$ cat config.mk
export PLATFORM = sky130hd
export DESIGN_NAME = utf7_stream_decoder_top
export DESIGN_NICKNAME = d
export VERILOG_FILES = /design/src/hdl/utf7d_pkg.sv /design/src/hdl/utf7d_step.sv /design/src/hdl/utf7_stream_decoder_top.sv
export SDC_FILE = /design/constraint.sdc
export NUM_CORES = 1
export LEC_CHECK = 0
export BUFFER_PORTS_ARGS = -buffer_cell sky130_fd_sc_hd__buf_2
export CAP_MARGIN = 0
export CORE_AREA = 3 3 124 126
export CTS_BUF_LIST = sky130_fd_sc_hd__clkbuf_8
export CTS_CLUSTER_SIZE = 16
export DETAILED_ROUTE_END_ITERATION = 10
export DIE_AREA = 0 0 127 129
export GPL_TIMING_DRIVEN = 0
export SYNTH_ARGS = -nofsm -noshare
export SYNTH_HDL_FRONTEND = slang
export SYNTH_SLANG_ARGS = --single-unit
$ cat constraint.sdc
create_clock -name clk -period 4.9 [get_ports clk]
set_input_delay 0.98 -clock clk [delete_from_list [all_inputs] [get_ports clk]]
set_output_delay 0.98 -clock clk [all_outputs]
set_load 0.01 [all_outputs]
$ cat src/hdl/utf7d_pkg.sv
`timescale 1ns / 1ps

package utf7d_pkg;

    // Decoder modes.
    typedef enum logic [1:0] {
        MODE_DIRECT = 2'd0,
        MODE_PLUS   = 2'd1,
        MODE_B64    = 2'd2
    } mode_t;

    // Result kinds.
    localparam logic [1:0] KIND_CHAR    = 2'd0;
    localparam logic [1:0] KIND_CTRL    = 2'd1;
    localparam logic [1:0] KIND_UNKNOWN = 2'd2;

    // Bytes with a special meaning in the stream.
    localparam logic [7:0] CH_PLUS  = 8'h2B;
    localparam logic [7:0] CH_MINUS = 8'h2D;
    localparam logic [7:0] CH_SLASH = 8'h2F;
    localparam logic [7:0] CH_DEL   = 8'h7F;
    localparam logic [7:0] CH_SPACE = 8'h20;
    localparam logic [7:0] CH_HIGH  = 8'h80;

    localparam logic [15:0] UNIT_BOM    = 16'hFEFF;
    localparam logic [5:0]  SURR_HIGH   = 6'b110110;
    localparam logic [5:0]  SURR_LOW    = 6'b110111;
    localparam logic [20:0] SUPP_BASE   = 21'h10000;
    localparam logic [4:0]  UNIT_BITS   = 5'd16;
    localparam logic [6:0]  DIGIT_BITS  = 7'd6;

    // Decoder state carried from one byte to the next.
    typedef struct packed {
        mode_t       mode;
        logic [4:0]  bit_pos;
        logic [15:0] partial;
        logic [15:0] pending;
    } utf7d_state_t;

    localparam utf7d_state_t STATE_RESET = '{
        mode:    MODE_DIRECT,
        bit_pos: UNIT_BITS,
        partial: 16'h0000,
        pending: 16'h0000
    };

    // One decoded result, if any.
    typedef struct packed {
        logic        emit;
        logic [20:0] code_point;
        logic [1:0]  kind;
    } utf7d_result_t;

    // Base64 digit lookup: bit 6 is set when the byte is a digit.
    function automatic logic [6:0] b64_digit(input logic [7:0] ch);
        logic [7:0] val;
        logic       ok;
        val = 8'h00;
        ok  = 1'b1;
        if (ch >= 8'h41 && ch <= 8'h5A) begin
            val = ch - 8'h41;
        end
        else if (ch >= 8'h61 && ch <= 8'h7A) begin
            val = ch - 8'h61 + 8'd26;
        end
        else if (ch >= 8'h30 && ch <= 8'h39) begin
            val = ch - 8'h30 + 8'd52;
        end
        else if (ch == CH_PLUS) begin
            val = 8'd62;
        end
        else if (ch == CH_SLASH) begin
            val = 8'd63;
        end
        else begin
            ok = 1'b0;
        end
        return {ok, val[5:0]};
    endfunction

    // Classification of a byte that is passed through as direct text.
    function automatic logic [1:0] direct_kind(input logic [7:0] ch);
        logic [1:0] k;
        if (ch >= CH_HIGH) begin
            k = KIND_UNKNOWN;
        end
        else if (ch < CH_SPACE || ch == CH_DEL) begin
            k = KIND_CTRL;
        end
        else begin
            k = KIND_CHAR;
        end
        return k;
    endfunction

endpackage

$ cat src/hdl/utf7d_step.sv
`timescale 1ns / 1ps

module utf7d_step (
    input  utf7d_pkg::utf7d_state_t  cur_state,
    input  logic                     restart,
    input  logic [7:0]               in_byte,
    output utf7d_pkg::utf7d_state_t  next_state,
    output utf7d_pkg::utf7d_result_t result
);
    import utf7d_pkg::*;

    utf7d_state_t       st;
    utf7d_state_t       nx;
    utf7d_result_t      res;
    logic [6:0]         digit;
    logic [5:0]         b;
    logic signed [6:0]  shift;
    logic [6:0]         neg_shift;
    logic [6:0]         new_shift;
    logic [15:0]        unit;
    logic [31:0]        shifted;
    logic [20:0]        joined;

    // Bit placement of the incoming base64 digit.
    always_comb
    begin
        st        = restart ? STATE_RESET : cur_state;
        digit     = b64_digit(in_byte);
        b         = digit[5:0];
        shift     = $signed({2'b00, st.bit_pos}) - $signed(DIGIT_BITS);
        neg_shift = 7'd0 - shift;
        new_shift = shift + 7'd16;
        unit      = st.partial | ({10'd0, b} >> neg_shift[2:0]);
        if (shift <= 0) begin
            shifted = {26'd0, b} << new_shift[4:0];
        end
        else begin
            shifted = {26'd0, b} << shift[4:0];
        end
        joined = SUPP_BASE + {1'b0, st.pending[9:0], unit[9:0]};
    end

    // Mode handling, unit completion and surrogate pairing.
    always_comb
    begin
        nx  = st;
        res = '{emit: 1'b0, code_point: 21'd0, kind: KIND_CHAR};
        unique case (st.mode)
            MODE_PLUS, MODE_B64:
            begin
                if (st.mode == MODE_PLUS && in_byte == CH_MINUS) begin
                    nx.mode = MODE_DIRECT;
                    res     = '{emit: 1'b1, code_point: {13'd0, CH_PLUS}, kind: KIND_CHAR};
                end
                else if (digit[6]) begin
                    nx.mode = MODE_B64;
                    if (shift <= 0) begin
                        nx.bit_pos = new_shift[4:0];
                        nx.partial = shifted[15:0];
                        if (unit[15:10] == SURR_HIGH) begin
                            nx.pending = (st.pending == 16'h0000) ? unit : 16'h0000;
                        end
                        else if (unit[15:10] == SURR_LOW) begin
                            nx.pending = 16'h0000;
                            if (st.pending != 16'h0000) begin
                                res = '{emit: 1'b1, code_point: joined, kind: KIND_CHAR};
                            end
                        end
                        else if (unit != UNIT_BOM) begin
                            res = '{emit: 1'b1, code_point: {5'd0, unit}, kind: KIND_CHAR};
                        end
                    end
                    else begin
                        nx.bit_pos = shift[4:0];
                        nx.partial = st.partial | shifted[15:0];
                    end
                end
                else begin
                    // Any other byte closes the shift; a dash is consumed.
                    nx.mode = MODE_DIRECT;
                    if (in_byte != CH_MINUS) begin
                        res = '{emit: 1'b1, code_point: {13'd0, in_byte},
                                kind: direct_kind(in_byte)};
                    end
                end
            end
            default:
            begin
                if (in_byte == CH_PLUS) begin
                    nx = STATE_RESET;
                    nx.mode = MODE_PLUS;
                end
                else begin
                    nx.mode = MODE_DIRECT;
                    res = '{emit: 1'b1, code_point: {13'd0, in_byte},
                            kind: direct_kind(in_byte)};
                end
            end
        endcase
        next_state = nx;
        result     = res;
    end

endmodule

$ cat src/hdl/utf7_stream_decoder_top.sv
`timescale 1ns / 1ps

// UTF-7 stream decoder. One byte is taken per clock cycle while not stalled,
// and every byte is decoded in the cycle it is accepted: the base64 lookup,
// digit placement and surrogate pairing sit between the byte handshake and a
// single result register, so a character appears in the cycle after the byte
// that completes it. Bytes that produce no character ('+' opening a shift, '-'
// closing one, partial base64 digits, surrogate halves, byte order marks) are
// absorbed without a result. The byte side is stalled only while the result
// register holds a character that the receiving side is stalling.
module utf7_stream_decoder_top (
    input  logic        clk,
    input  logic        rst_n,
    input  logic        byte_valid,
    output logic        byte_stall,
    input  logic [7:0]  in_byte,
    input  logic        restart,
    output logic        char_valid,
    input  logic        char_stall,
    output logic [20:0] code_point,
    output logic [1:0]  kind
);
    import utf7d_pkg::*;

    utf7d_state_t  state_reg;
    utf7d_state_t  state_next;
    utf7d_result_t result;
    logic          char_valid_reg;
    logic          char_valid_next;
    logic [20:0]   code_point_reg;
    logic [1:0]    kind_reg;
    logic          accept;

    utf7d_step u_step (
        .cur_state  (state_reg),
        .restart    (restart),
        .in_byte    (in_byte),
        .next_state (state_next),
        .result     (result)
    );

    // A request is taken when the result register is free or is being drained.
    assign byte_stall = char_valid_reg & char_stall;
    assign accept     = byte_valid & ~byte_stall;

    always_comb
    begin
        char_valid_next = char_valid_reg;
        if (char_valid_reg && !char_stall) begin
            char_valid_next = 1'b0;
        end
        if (accept && result.emit) begin
            char_valid_next = 1'b1;
        end
    end

    // Decoder state and result valid.
    always_ff @(posedge clk or negedge rst_n)
    begin
        if (!rst_n) begin
            state_reg      <= STATE_RESET;
            char_valid_reg <= 1'b0;
        end
        else begin
            if (accept) begin
                state_reg <= state_next;
            end
            char_valid_reg <= char_valid_next;
        end
    end

    // Result payload.
    always_ff @(posedge clk)
    begin
        if (accept && result.emit) begin
            code_point_reg <= result.code_point;
            kind_reg       <= result.kind;
        end
    end

    assign char_valid = char_valid_reg;
    assign code_point = code_point_reg;
    assign kind       = kind_reg;

endmodule
; ---- After elaboration in Yosys (flattened, before gate mapping)
; Index checks and enable logic that the tools add are counted.
[totals]
elab_cells = 93
ram_bits = 0
memories = 0
inputBits = 13
latch_bits = 0
romBits = 0
register_bits = 63
[op_classes]
n_bitwise = 5
n_mux = 38
div = 0
magnitude_cmp = 9
addsub = 9
n_eq_ne = 10
mul = 0
n_reduce_logical = 12
n_shift = 3
[ops]
columns = operator, n
row1 = 24-bit 2-to-1 mux, 10
row2 = 37-bit 2-to-1 mux, 3
row3 = 16-bit 2-to-1 mux, 5
row4 = 39-bit 2-to-1 mux, 2
row5 = 16-bit OR, 2
row6 = 6-bit by 5-bit left shift with 16-bit output, 2
row7 = 6-bit 2-to-1 mux, 5
row8 = "8-bit by 6-bit == test with 1-bit output, second input constant", 3
row9 = "17-bit by 20-bit adder with 21-bit output, first input constant", 1
row10 = 21-bit 2-to-1 mux, 1
row11 = "8-bit by 7-bit >= comparator with 1-bit output, second input constant", 2
row12 = "8-bit by 7-bit less-or-equal comparator with 1-bit output, second input constant", 2
row13 = 16-bit logical NOT, 1
row14 = "16-bit inequality test, second input constant", 1
row15 = 16-bit nonzero test, 1
row16 = 6-bit by 3-bit right shift with 16-bit output, 1
row17 = "6-bit == test, second input constant", 2
row18 = "6-bit subtractor, second input constant", 2
row19 = 1-bit 2-to-1 mux, 9
row20 = "8-bit by 7-bit == test with 1-bit output, second input constant", 1
row21 = "8-bit by 6-bit >= comparator with 1-bit output, second input constant", 1
row22 = "8-bit >= comparator, second input constant", 1
row23 = "8-bit by 6-bit less-or-equal comparator with 1-bit output, second input constant", 1
row24 = "8-bit by 6-bit less-than comparator with 1-bit output, second input constant", 1
row25 = 18 further kinds, 26

; ---- Depth between registers and ports, before layout
[depth]
depth_word = 18
ltp_mapped = 15
ltp_nobuf = 13

; ---- Cells and area by module
; Synthesis repeated with hierarchy kept, for this count alone.
[hier_totals]
hier_cells = 510
hier_area_um2 = 4809.6
[by_module_without_submodules]
columns = mod, area_per_inst_um2, seq_area_each_um2, cells_each, n_inst
row1 = utf7d_step, 2555.0, 0.0, 399, 1
row2 = utf7_stream_decoder_top, 2254.7, 1692.9, 111, 1

; ---- Worst setup path before layout
; No wires, ideal clock.
[synth_timing]
path_type = input -> register
startpoint = input port restart
endpoint = register code_point_reg[0] (netlist: code_point[0]) (enable)
arrival_time_ns = 4.108
cell_stages = 13
setup_slack_ns = 0.374
required_time_ns = 4.482
cell_sequence = inv_1 clkbuf_1 nand2_1 clkinv_1 ha_1 xor2_2 or3_2 o2bb2ai_1 nor4_2 or4_1 buf_6 nand4_1 nand2_1
[synth_between]
elab_chain_len = 14
elab_cells_between_ends = 23
classes_between = add/sub (2) / order compare (1) / eq/ne (5) / shift (1) / mux (9) / bitwise (1) / reduce/logical (4)
[synth_rtl]
columns = item, line
row1 = "start, declared", utf7_stream_decoder_top.sv:17  ; input logic restart,
row2 = 39-bit 2-to-1 mux *, utf7d_step.sv:27  ; st = restart ? STATE_RESET : cur_state;
row3 = 5-bit by 3-bit subtractor with 6-bit output, utf7d_step.sv:30  ; shift = $signed({2'b00, st.bit_pos}) - $signed(DIGIT_BITS);
row4 = 1-bit by 3-bit subtractor with 3-bit output, utf7d_step.sv:31  ; neg_shift = 7'd0 - shift;
row5 = 6-bit by 3-bit right shift with 16-bit output, utf7d_step.sv:33  ; unit = st.partial | ({10'd0, b} >> neg_shift[2:0]);
row6 = 16-bit OR, utf7d_step.sv:33
row7 = 16-bit inequality test, utf7d_step.sv:69  ; else if (unit != UNIT_BOM) begin
row8 = 24-bit 2-to-1 mux, utf7d_step.sv:69
row9 = 24-bit 2-to-1 mux, utf7d_step.sv:63  ; else if (unit[15:10] == SURR_LOW) begin
row10 = 24-bit 2-to-1 mux, utf7d_step.sv:60  ; if (unit[15:10] == SURR_HIGH) begin
row11 = 24-bit 2-to-1 mux, utf7d_step.sv:57  ; if (shift <= 0) begin
row12 = 24-bit 2-to-1 mux, utf7d_step.sv:55  ; else if (digit[6]) begin
row13 = 24-bit 2-to-1 mux, utf7d_step.sv:51  ; if (st.mode == MODE_PLUS && in_byte == CH_MINUS) begin
row14 = 24-bit 2-to-1 mux *, utf7d_step.sv:48  ; unique case (st.mode)
row15 = 1-bit logical AND *, utf7_stream_decoder_top.sv:75  ; if (accept && result.emit) begin
row16 = "end signal, assigned", utf7_stream_decoder_top.sv:76  ; code_point_reg <= result.code_point;
row17 = "end, declared", utf7_stream_decoder_top.sv:30  ; logic [20:0] code_point_reg;
; Mark *: on every way between the ends. The rest lies on a longest branch, timed or not.
; A chain may end at the register's enable or synchronous reset.

; ---- Worst setup path in the final report
[layout_timing]
startpoint = input port restart
endpoint = register code_point_reg[10] (netlist: code_point[10]) (enable)
; Same word-level chain as after synthesis.

==> summary.md <==
| Metric | Value |
|---|---|
| DIE HEIGHT | 129 um |
| Routability Congestion | 0.932 |
| Total via count after detailed routing | 3,716 |
| Maximum achievable frequency | 217 MHz |
| Total global routing track utilization | 14.4% |
| Worst Reg2Reg Path Length in Cells | 14 |
| Register bit total from synthesis | 63 |
| Hold Path Stages | 2 |
| PD cells | 265 mW/mm^2 |
| Worst Skew | 14.2 ps |
| Crit-path max cell delay | 450 ps |
| Area leader, netlist | sky130_fd_sc_hd__dfrtp_1 |
| Maximum buffer depth of the clock tree | 2 |
| FP Rows | 44 |
| CTS tree | done |
| Signed area change from the synthesized netlist to the final layout | 15.2% |
| Top cell type's share of synthesized area | 22.8% |
| Core Region | 0.0144 mm^2 |
| Placed cell areas | 0.00469 mm^2 |
| Starting density of the core | 29.7% |
| Sequential standard cell area | 0.00169 mm^2 |
| HPWL after detailed placement | 8760 um |
| Synth async-reset ratio | 63.5% |
| Setup TNS | 0 ps |
| Layout Nets | 523 |
| Number of buffers inserted to repair setup after CTS | 0 |
| Detailed-routing iteration count for the pre-antenna-repair pass | 5 |
| Post-synthesis adder-cell area fraction | 4.09% |
| Main combinational cell family by area after synthesis | simple AND/OR/NAND/NOR gates |
| Final period util | 94.0% |
| Total global routing overflow | 0 |
| Worst IR drop on VDD | 0.117 mV |
| Pin count of the biggest net entering global routing | 41 |
| DRC viols | 0 |
| Clock slew at the register clock pins of the worst setup and hold paths | 70 ps |
| Number of DRC violations after detailed-routing iteration 0 | 401 |
| Fraction of synthesized area in multiplexers | 1.23% |
| Total clock buffers created by CTS | 9 |
| Design area | 0.00493 mm^2 |
| Mapped Nets | 476 |
| Unrepaired setup endpoints after global routing | false |
| I/O pin count | 38 |
| Period minus WS final | 4610 ps |
| DR WL/cell | 16.8 um |
| Result of the run | finished clean |
| Die outline area | 0.0164 mm^2 |
| Fin. Hold Viols | 0 |
| Vias in the first global route | 3,615 |
| Biggest area contributors in the synthesized netlist | sky130_fd_sc_hd__dfrtp_1 23%, sky130_fd_sc_hd__edfxtp_1 16%, sky130_fd_sc_hd__nand2_1 4.9% |
| Required @ worst endpoint | 4940 ps |
| Fill cells | 1,483 |
| Warnings, synthesis | 0 |
| Leakage component of the power | 1.99 nW |
| Kind of launch point of the worst setup path | input port |
| Routed vias/inst | 5.42 |
| Cell area after synthesis | 0.00428 mm^2 |
| Number of instances in the synthesized netlist | 449 |
| Number of sinks handled by clock tree synthesis | 63 |
| Antenna violations before repair | 0 |
| Main synth FF type | sky130_fd_sc_hd__dfrtp_1 |
| First-pass GRT wire length | 18,800 um |
| Area fraction in compound gates after synthesis | 22.9% |
| Seq/Total Area, Yosys | 39.5% |
| WL final | 11,500 um |
| Port Buf Inserts | 36 |
| Number of antenna-violating nets in the routed design | 0 |
| Mean cell area of the mapped netlist | 9.54 um^2 |
| Share of the synthesized netlist area taken by xor and xnor gates | 2.63% |
| Ant diodes | 0 |
| Area used by multi-input combinational logic | 0.00236 mm^2 |
| Slew at the pin closest to its max-slew limit | 905 ps |
| Final count of negative-setup-slack endpoints | 0 |
| Flip-flop count of the largest register, all copies and words added | 39 |
| CP max FO | 23 |
| Die outline width | 127 um |
| Clock latency at the later pin of the worst-skew pair | 350 ps |
| Worst min-delay path category | flop to flop |
| Cell breakdown of the critical path | buf_2 > inv_1 > clkbuf_2 > nand2_2 > clkinvlp_4 > ha_1 > xor2_2 > nand2b_1 > nor2_1 > a32oi_1 > nor4_2 > o211ai_1 > or4_1 > buf_6 > nand4_1 > nand2_4 |
| Synth Area in Simple Gates | 24.1% |
| Buffer cell driving the clock tree root | sky130_fd_sc_hd__clkbuf_8 |
| H-tree lvl count | 3 |
| Number of distinct library cell variants in the gate-level netlist after synthesis | 86 |
| Layout cell share with drive strength beyond 1 | 23.6% |
| Max_cap viols | 0 |
| Category of the most critical setup path | input port to flop |
| Number of enable flip-flop cells after synthesis | 23 |
| Slew Limit Fails | 0 |
| Crit path capture type | flop |
| Cell with the largest stage delay on the worst path | sky130_fd_sc_hd__ha_1 |
| Endpoint arrival time on the critical path | 4650 ps |
| Slew HR | 39.7% |
-- per-layer routing --
layer / GRT usage [%] / wire length, um / vias up
met5: 0 / 0 / -
met4: 5.17 / 223 / 0
met3: 2.82 / 834 / 20
met2: 22.2 / 5290 / 146
li1: - / - / 1763
met1: 20.1 / 5140 / 1787
-- logic make-up (layout without fill, tap and decap cells) --
| group | Yosys count | after routing |
|---|---|---|
| buffers and inverters | 44 | 96 |
| AND/OR/NAND/NOR | 183 | 183 |
| AO/OA/AOI/OAI | 128 | 128 |
| flip-flops | 63 | 63 |
| adder cells (fa/ha/maj) | 14 | 14 |
| multiplexers | 5 | 5 |
| XOR/XNOR | 12 | 12 |
-- timing repair --
action                                  CTS  global route
endpoints found under the setup margin   23            49
pin swaps                                 0             0
gates resized for setup                   2             4
hold buffers                              0             0
-- cell usage after synthesis (all sizes together), types with 4 or more instances --
| library cell | count |
|---|---|
| a21oi | 25 |
| a22o | 11 |
| a31oi | 4 |
| a32oi | 6 |
| and2 | 8 |
| and3 | 4 |
| buf | 7 |
| clkbuf | 11 |
| dfrtp | 39 |
| edfxtp | 23 |
| ha | 14 |
| inv | 25 |
| nand2 | 58 |
| nand2b | 8 |
| nand3 | 12 |
| nand4 | 12 |
| nor2 | 32 |
| nor2b | 6 |
| nor3 | 16 |
| nor3b | 4 |
| nor4 | 11 |
| o211ai | 6 |
| o21ai | 31 |
| o2bb2ai | 4 |
| o31ai | 9 |
| xnor2 | 7 |
| xor2 | 5 |
-- final cells by class --
type / instances / area share (%)
Clock buffer: 9 / 2.51
Clock inverter: 7 / 2.05
Buffer: 18 / 2.87
Timing Repair Buffer: 36 / 3.65
Inverter: 26 / 2.05
Sequential cell: 63 / 34.3
Tap cell: 184 / 4.67
Multi-Input combinational cell: 342 / 47.9
-- power breakdown --
group          internal [mW]  switching, mW  leakage, nW
combinational         0.0722          0.137         1.09
sequential             0.573        0.00957        0.784
clock                  0.293          0.224        0.115
-- metrics by stage --
step / instances / hold WS [ps] / utilization (%) / power (mW) / setup WS [ps]
after detailed placement: 669 / 466 / 32.5 / 0.800 / -765
after CTS: 685 / 484 / 34.2 / 1.32 / 38.4
after floorplan: 449 / 442 / - / 0.731 / 374
after global routing: 685 / 513 / 34.2 / 1.36 / 40.8
final: 685 / 483 / 34.2 / 1.31 / 294
after global placement: 669 / 455 / 32.5 / 0.797 / -679
-- worst max-delay path, delay by kind of cell --
kind / cells / cell delay [ps]
adders and majority gates: 1 / 450
xor gates and xnor gates: 1 / 260
and+or+nand+nor: 7 / 1610
AOI/OAI and AO/OA: 2 / 390
buffers and inverters: 5 / 940
-- path summary, 6_finish.rpt --
kind                       slack (ps)        endpoint           from
min in group asynchronous         760   state_reg[15]          rst_n
setup reg to reg                  890  code_point[10]  state_reg[33]
hold reg to reg                   480   state_reg[11]  state_reg[11]
setup / recovery                  290  code_point[10]        restart
max in group asynchronous        3570      char_valid          rst_n
hold / removal                    480   state_reg[11]  state_reg[11]
-- cell usage in the layout (no fill, tap or decap), types with 3 or more instances in the layout --
cell type	instances
sky130_fd_sc_hd__a32oi_1	6
sky130_fd_sc_hd__and2_1	6
sky130_fd_sc_hd__and3_1	3
sky130_fd_sc_hd__xnor2_1	7
sky130_fd_sc_hd__ha_1	14
sky130_fd_sc_hd__o21ai_0	26
sky130_fd_sc_hd__o2bb2ai_1	4
sky130_fd_sc_hd__nor3_2	5
sky130_fd_sc_hd__nor2_2	3
sky130_fd_sc_hd__inv_6	3
sky130_fd_sc_hd__xor2_1	4
sky130_fd_sc_hd__o31ai_1	5
sky130_fd_sc_hd__o21ai_1	3
sky130_fd_sc_hd__a21oi_1	24
sky130_fd_sc_hd__inv_1	24
sky130_fd_sc_hd__nor4_1	7
sky130_fd_sc_hd__nor4_2	4
sky130_fd_sc_hd__buf_6	5
sky130_fd_sc_hd__buf_2	37
sky130_fd_sc_hd__o211ai_1	5
sky130_fd_sc_hd__nor2b_1	6
sky130_fd_sc_hd__nor2_1	29
sky130_fd_sc_hd__a21o_1	3
sky130_fd_sc_hd__nand2_1	54
sky130_fd_sc_hd__mux2i_1	3
sky130_fd_sc_hd__nor3_1	11
sky130_fd_sc_hd__nand3_1	11
sky130_fd_sc_hd__nand2b_1	6
sky130_fd_sc_hd__a22o_1	11
sky130_fd_sc_hd__clkbuf_8	12
sky130_fd_sc_hd__dfrtp_1	39
sky130_fd_sc_hd__clkbuf_1	7
sky130_fd_sc_hd__o31ai_2	4
sky130_fd_sc_hd__nand4_1	12
sky130_fd_sc_hd__edfxtp_1	23
sky130_fd_sc_hd__a31oi_1	4
Power figures use the tool's default switching activity.
